==> config.mk <==
export PLATFORM = sky130hd
export DESIGN_NAME = led_matrix_bar_graph_driver
export DESIGN_NICKNAME = d
export VERILOG_FILES = /design/src/lmbg_pkg.sv /design/src/lmbg_seq.sv /design/src/lmbg_store.sv /design/src/led_matrix_bar_graph_driver.sv
export SDC_FILE = /design/constraint.sdc
export NUM_CORES = 1
export LEC_CHECK = 0
export BUFFER_PORTS_ARGS = -buffer_cell sky130_fd_sc_hd__buf_2
export CELL_PAD_IN_SITES_DETAIL_PLACEMENT = 1
export CELL_PAD_IN_SITES_GLOBAL_PLACEMENT = 2
export CORE_ASPECT_RATIO = 0.6
export CORE_MARGIN = 2
export CORE_UTILIZATION = 37
export DETAILED_ROUTE_END_ITERATION = 16
export PLACE_DENSITY_LB_ADDON = 0.1
export REMOVE_ABC_BUFFERS = 1
export SLEW_MARGIN = 5
export SYNTH_ARGS = -nofsm -noshare
export SYNTH_HDL_FRONTEND = slang
export SYNTH_SLANG_ARGS = --single-unit
==> constraint.sdc <==
create_clock -name clk -period 3.35 [get_ports clk]
set_input_delay 0.8375 -clock clk [delete_from_list [all_inputs] [get_ports clk]]
set_output_delay 0.8375 -clock clk [all_outputs]
set_load 0.005 [all_outputs]
==> src/lmbg_pkg.sv <==
// Types and constants for the LED matrix bar graph driver.
`default_nettype none
package lmbg_pkg;

    localparam int unsigned ROWS        = 8;
    localparam int unsigned FRAME_W     = 64;
    localparam logic [7:0]  NOOP_WORD   = 8'h00;
    localparam logic [1:0]  MIRROR_PANEL = 2'd2;
    localparam logic [2:0]  LAST_ROW    = 3'd7;
    localparam logic [3:0]  FULL_HEIGHT = 4'd8;

    // One read-modify-write step handed from the sequencer to the store.
    typedef struct packed {
        logic       en;
        logic [1:0] panel;
        logic [2:0] byte_idx;
        logic [2:0] col;
        logic       lit;
        logic       last;
    } lmbg_step_t;

endpackage
`default_nettype wire

==> src/lmbg_seq.sv <==
// Row sequencer: takes a bar command and walks its eight row steps.
`default_nettype none
module lmbg_seq
    import lmbg_pkg::*;
#(
    parameter int PANELS = 4
) (
    input  wire logic       clk,
    input  wire logic       rst_n,
    input  wire logic       in_valid,
    output logic            in_ready,
    input  wire logic [1:0] panel,
    input  wire logic [2:0] bar_column,
    input  wire logic [3:0] bar_height,
    input  wire logic       step_ok,
    output lmbg_step_t      step
);

    localparam logic ST_IDLE = 1'b0;
    localparam logic ST_RUN  = 1'b1;
    localparam logic [2:0] PanelCount = 3'(PANELS);

    logic       state_reg,  state_next;
    logic [2:0] k_reg,      k_next;
    logic [1:0] panel_reg,  panel_next;
    logic [2:0] col_reg,    col_next;
    logic [3:0] height_reg, height_next;
    logic       up_reg,     up_next;

    logic       accept;
    logic       cmd_ok;
    logic [2:0] row_i;

    assign in_ready = (state_reg == ST_IDLE);
    assign accept   = in_valid && in_ready;
    assign cmd_ok   = (bar_height <= FULL_HEIGHT) && ({1'b0, panel} < PanelCount);

    assign row_i = up_reg ? k_reg : (LAST_ROW - k_reg);

    always_comb
    begin
        step.en       = (state_reg == ST_RUN) && step_ok;
        step.panel    = panel_reg;
        step.byte_idx = (panel_reg == MIRROR_PANEL) ? (LAST_ROW - row_i) : row_i;
        step.col      = col_reg;
        step.lit      = ({1'b0, row_i} < height_reg);
        step.last     = (k_reg == LAST_ROW);
    end

    always_comb
    begin
        state_next  = state_reg;
        k_next      = k_reg;
        panel_next  = panel_reg;
        col_next    = col_reg;
        height_next = height_reg;
        up_next     = up_reg;
        unique case (state_reg)
            ST_IDLE:
            begin
                // Drop out-of-range commands without touching the store.
                if (accept && cmd_ok)
                begin
                    state_next  = ST_RUN;
                    k_next      = 3'd0;
                    panel_next  = panel;
                    col_next    = bar_column;
                    height_next = bar_height;
                    up_next     = (bar_height == 4'd0) || (bar_height == FULL_HEIGHT);
                end
            end
            ST_RUN:
            begin
                if (step.en)
                begin
                    k_next = k_reg + 3'd1;
                    if (step.last)
                    begin
                        state_next = ST_IDLE;
                    end
                end
            end
            default:
            begin
                state_next = ST_IDLE;
            end
        endcase
    end

    always_ff @(posedge clk or negedge rst_n)
    begin
        if (!rst_n)
        begin
            state_reg <= ST_IDLE;
            k_reg     <= 3'd0;
        end
        else
        begin
            state_reg <= state_next;
            k_reg     <= k_next;
        end
    end

    always_ff @(posedge clk)
    begin
        panel_reg  <= panel_next;
        col_reg    <= col_next;
        height_reg <= height_next;
        up_reg     <= up_next;
    end

endmodule
`default_nettype wire

==> src/lmbg_store.sv <==
// Framebuffer with a single read-modify-write port for one row byte per cycle.
`default_nettype none
module lmbg_store
    import lmbg_pkg::*;
#(
    parameter int PANELS = 4
) (
    input  wire logic       clk,
    input  wire logic       rst_n,
    input  wire lmbg_step_t step,
    output logic [7:0]      new_byte
);

    localparam int DEPTH = PANELS * ROWS;
    localparam int AW    = $clog2(DEPTH);

    logic [7:0]    mem_reg [DEPTH];
    logic [AW-1:0] addr;
    logic [7:0]    mask;

    assign addr     = AW'({step.panel, step.byte_idx});
    assign mask     = 8'd1 << step.col;
    assign new_byte = step.lit ? (mem_reg[addr] | mask) : (mem_reg[addr] & ~mask);

    always_ff @(posedge clk or negedge rst_n)
    begin
        if (!rst_n)
        begin
            for (int e = 0; e < DEPTH; e++)
            begin
                mem_reg[e] <= NOOP_WORD;
            end
        end
        else if (step.en)
        begin
            mem_reg[addr] <= new_byte;
        end
    end

endmodule
`default_nettype wire

==> src/led_matrix_bar_graph_driver.sv <==
// Top level of the LED matrix bar graph driver.
//
//  channel  direction  handshake            payload
//  in       sink       in_valid / in_ready  panel, bar_column, bar_height
//  out      source     out_valid/out_ready  chain_frame, last_of_run
//
// A valid command is accepted, then produces eight frames, one per cycle while the output
// is not stalled, paced by the single read-modify-write framebuffer port.
// in_ready is low from acceptance until the eighth frame is loaded; a command
// with a height above 8 or an absent panel is taken and dropped, with no frames.
// A stalled output register stops the sequencer; nothing is lost.
// Reset clears the framebuffer and control state at once.
`default_nettype none
module led_matrix_bar_graph_driver
    import lmbg_pkg::*;
#(
    parameter int PANELS = 4
) (
    input  wire logic               clk,
    input  wire logic               rst_n,
    input  wire logic               in_valid,
    output logic                    in_ready,
    input  wire logic [1:0]         panel,
    input  wire logic [2:0]         bar_column,
    input  wire logic [3:0]         bar_height,
    output logic                    out_valid,
    input  wire logic               out_ready,
    output logic [FRAME_W-1:0]      chain_frame,
    output logic                    last_of_run
);

    lmbg_step_t step;
    logic       step_ok;
    logic [7:0] new_byte;
    logic [7:0] reg_addr;

    logic               out_valid_reg, out_valid_next;
    logic [FRAME_W-1:0] frame_reg,     frame_next;
    logic               last_reg,      last_next;

    // Advance only when the output register is free or being emptied.
    assign step_ok = !out_valid_reg || out_ready;

    lmbg_seq #(.PANELS(PANELS)) u_seq (
        .clk        (clk),
        .rst_n      (rst_n),
        .in_valid   (in_valid),
        .in_ready   (in_ready),
        .panel      (panel),
        .bar_column (bar_column),
        .bar_height (bar_height),
        .step_ok    (step_ok),
        .step       (step)
    );

    lmbg_store #(.PANELS(PANELS)) u_store (
        .clk      (clk),
        .rst_n    (rst_n),
        .step     (step),
        .new_byte (new_byte)
    );

    assign reg_addr = {5'd0, step.byte_idx} + 8'd1;

    always_comb
    begin
        frame_next     = frame_reg;
        last_next      = last_reg;
        out_valid_next = out_valid_reg;
        if (step.en)
        begin
            frame_next     = FRAME_W'({reg_addr, new_byte}) << {step.panel, 4'd0};
            last_next      = step.last;
            out_valid_next = 1'b1;
        end
        else if (out_ready)
        begin
            out_valid_next = 1'b0;
        end
    end

    always_ff @(posedge clk or negedge rst_n)
    begin
        if (!rst_n)
        begin
            out_valid_reg <= 1'b0;
        end
        else
        begin
            out_valid_reg <= out_valid_next;
        end
    end

    always_ff @(posedge clk)
    begin
        frame_reg <= frame_next;
        last_reg  <= last_next;
    end

    assign out_valid   = out_valid_reg;
    assign chain_frame = frame_reg;
    assign last_of_run = last_reg;

endmodule
`default_nettype wire

==> results.sh <==
export IMPL_drv_slew=0
export IMPL_syn_area_mm2=0.0171
export IMPL_critPathMaxFanout=21
export IMPL_avgSynthCellArea_um2=10.2
export IMPL_dp_cells=2364
export IMPL_numCtsBuffers=36
export IMPL_final_common_cell="nor2_1"
export IMPL_cts_buffer_depth=3
export IMPL_cts_sinks=320
export IMPL_cts_tree="built"
export IMPL_start_util=0.378
export IMPL_setup_violations=0
export IMPL_die_w_um=281
export IMPL_initialDrtViolationCount=1142
export IMPL_cp_arrival_ps=3670
export IMPL_hpwl_mm=42.0
export IMPL_final_cell_mix="nor2_1 (275), dfrtp_1 (259), a21oi_1 (232)"
export IMPL_ys_warnings_count=0
export IMPL_grt_pass1_wl_mm=93.9
export IMPL_firstDrtPassIters=7
export IMPL_port_buffers=63
export IMPL_p_seq_frac=0.309
export IMPL_p_int_mw=12.7
export IMPL_antenna_found_initial=0
export IMPL_clk_latency_ps=540
export IMPL_power_density_mw_per_mm2=1130
export IMPL_syn_instance_count=1667
export IMPL_die_area_mm2=0.0479
export IMPL_cp_end_kind="flop"
export IMPL_layout_setup_ws_ps=85.9
export IMPL_status="finished clean"
export IMPL_async_flop_share=0.816
export IMPL_rr_worst_depth=10
export IMPL_whs_ps=212
export IMPL_ir_worst_vdd_mv=0.432
export IMPL_drive_above_1_share=0.301
export IMPL_clk_pin_slew_ps=60
export IMPL_timing_final_hold_violations=0
export IMPL_syn_to_final_growth_pct=18.7
export IMPL_htree_levels=2
export IMPL_tightestPinTransition_ps=679
export IMPL_place_congestion=0.822
export IMPL_hold_path_class="input pin to asynchronous set/reset pin"
export IMPL_crit_required_ps=3760
export IMPL_max_slew_margin=0.542
export IMPL_grt_total_usage=0.263
export IMPL_grt_max_degree=84
export IMPL_largest_reg_flops=256
export IMPL_maxClockFrequency_ghz=0.306
export IMPL_fin_total_pwr_mw=22.8
export IMPL_synth_edff_count=59
export IMPL_via_per_inst=5.64
export IMPL_final_antenna_net_count=0
export IMPL_ys_ff_latch=320
export IMPL_clock_skew_final_ps=21.7
export IMPL_rows=60
export IMPL_fp_coreArea_mm2=0.0451
export IMPL_fin_nets=1814
export IMPL_fin_util=0.449
export IMPL_cp_start_kind="flop"
export IMPL_p_sw_mw=10.1
export IMPL_ys_seq_area_frac=0.487
export IMPL_worst_setup_path_type="flop to flop"
export IMPL_die_h_um=170
export IMPL_clockPowerShare=0.168
export IMPL_wirelength_mm=62.6
export IMPL_root_buffer="clkbuf_16"
export IMPL_grt_overflow=0
export IMPL_wl_per_cell_um=25.7
export IMPL_grt_pass1_vias=14204
export IMPL_post_route_min_period_ps=3260
export IMPL_via_count=13750
export IMPL_drc_errors=0
export IMPL_post_route_period_util=0.974
export IMPL_combinationalPowerShare=0.523
export IMPL_yosys_cell_types_count=68
export IMPL_cellLeakagePower_nw=8.37
export IMPL_diodes=0
export IMPL_cap_violations=0
export IMPL_p_sw_frac=0.442
export IMPL_dp_slack_ps=-208
export IMPL_ys_flop_type="dfrtp_1"
export IMPL_io_pins=80
export IMPL_final_instance_count_excl_fill=2436
-- Yosys cell counts, types with 9 or more instances --
| library cell | instances | area, um2 |
|---|---|---|
| nand2_1 | 131 | 492 |
| mux2_2 | 93 | 1050 |
| a21oi_1 | 233 | 1170 |
| mux4_2 | 29 | 653 |
| a211oi_1 | 45 | 338 |
| o21ai_0 | 60 | 300 |
| dfrtp_1 | 261 | 6530 |
| buf_2 | 39 | 195 |
| a21oi_2 | 75 | 657 |
| nor3_1 | 17 | 85.1 |
| a221oi_1 | 21 | 184 |
| ha_1 | 9 | 113 |
| buf_6 | 25 | 282 |
| mux2i_1 | 26 | 260 |
| inv_1 | 10 | 37.5 |
| a31oi_1 | 17 | 106 |
| edfxtp_1 | 59 | 1770 |
| nand3_1 | 9 | 45.0 |
| nor2_1 | 280 | 1050 |
| buf_4 | 38 | 285 |
| and2_1 | 11 | 68.8 |
| clkbuf_1 | 55 | 206 |
-- power groups by stage --
stage               combinational, mW  clock, mW  sequential, mW
floorplan                        6.08          0            6.97
global placement                 11.2          0            6.99
detailed placement               11.4          0            7.06
CTS                              11.5       3.91            7.01
global route                     12.8       4.06            7.27
finish                           11.9       3.82            7.05
-- final cells by class --
cell class / instances / area [um2]
clock buffers: 53 / 1020
clock inverters: 9 / 53.8
fillers: 4956 / 24900
inverters: 14 / 62.6
multi-input cells: 1183 / 7880
flip-flops and latches: 320 / 8310
well taps: 620 / 776
repair buffers: 237 / 2140
-- worst paths after layout --
| path | startpoint | end | slack [ps] |
|---|---|---|---|
| hold / removal | rst_n | u_store.mem_reg[40] | 210 |
| max in group asynchronous | rst_n | u_store.mem_reg[251] | 2310 |
| setup reg to reg | u_seq.k_reg[0] | u_store.mem_reg[142] | 90 |
| setup / recovery | u_seq.k_reg[0] | u_store.mem_reg[142] | 90 |
| min in group clk | bar_column[2] | u_seq.col_reg[2] | 480 |
| hold reg to reg | u_store.mem_reg[52] | u_store.mem_reg[52] | 510 |
-- cell families after synthesis --
family / after synthesis / synth area share
other: 1 / 0.000220
AO/OA/AOI/OAI: 521 / 0.202
adder cells (fa/ha/maj): 9 / 0.00660
flip-flops: 320 / 0.487
AND/OR/NAND/NOR: 477 / 0.116
multiplexers: 151 / 0.117
XOR/XNOR: 9 / 0.00902
buffers and inverters: 179 / 0.0626
-- critical path, cell delays in order (launching register included) --
cell	delay, ps
dfrtp_4	530
buf_12	230
buf_4	250
mux4_2	510
o21ai_0	560
buf_4	250
a311oi_4	150
a21oi_4	230
buf_12	180
buf_12	150
a21oi_1	70
-- per-stage QoR --
step | instance area, um2 | setup TNS, ps
6_report | 20200 | 0
5_1_grt | 20200 | -24.5
4_1_cts | 20000 | 0
3_5_place_dp | 18900 | -3590
3_3_place_gp | 18900 | -1720
2_1_floorplan | 16100 | -1043230
-- per-layer routing --
layer  share of wire  track usage  vias to the layer above
met3           0.063       0.0544                       65
li1                -            -                     6186
met2            0.41        0.371                      318
met4           0.015       0.0549                        0
met5               0            0                        -
met1            0.51        0.409                     7181
-- what timing repair did --
item                                    in CTS  in global routing
gates cloned                                 0                  3
buffers inserted                             2                  5
pin swaps                                    2                  6
endpoints found under the setup margin      45                258
resized for setup                            4                 32
hold buffers                                 0                  0
Power figures use the tool's default switching activity.
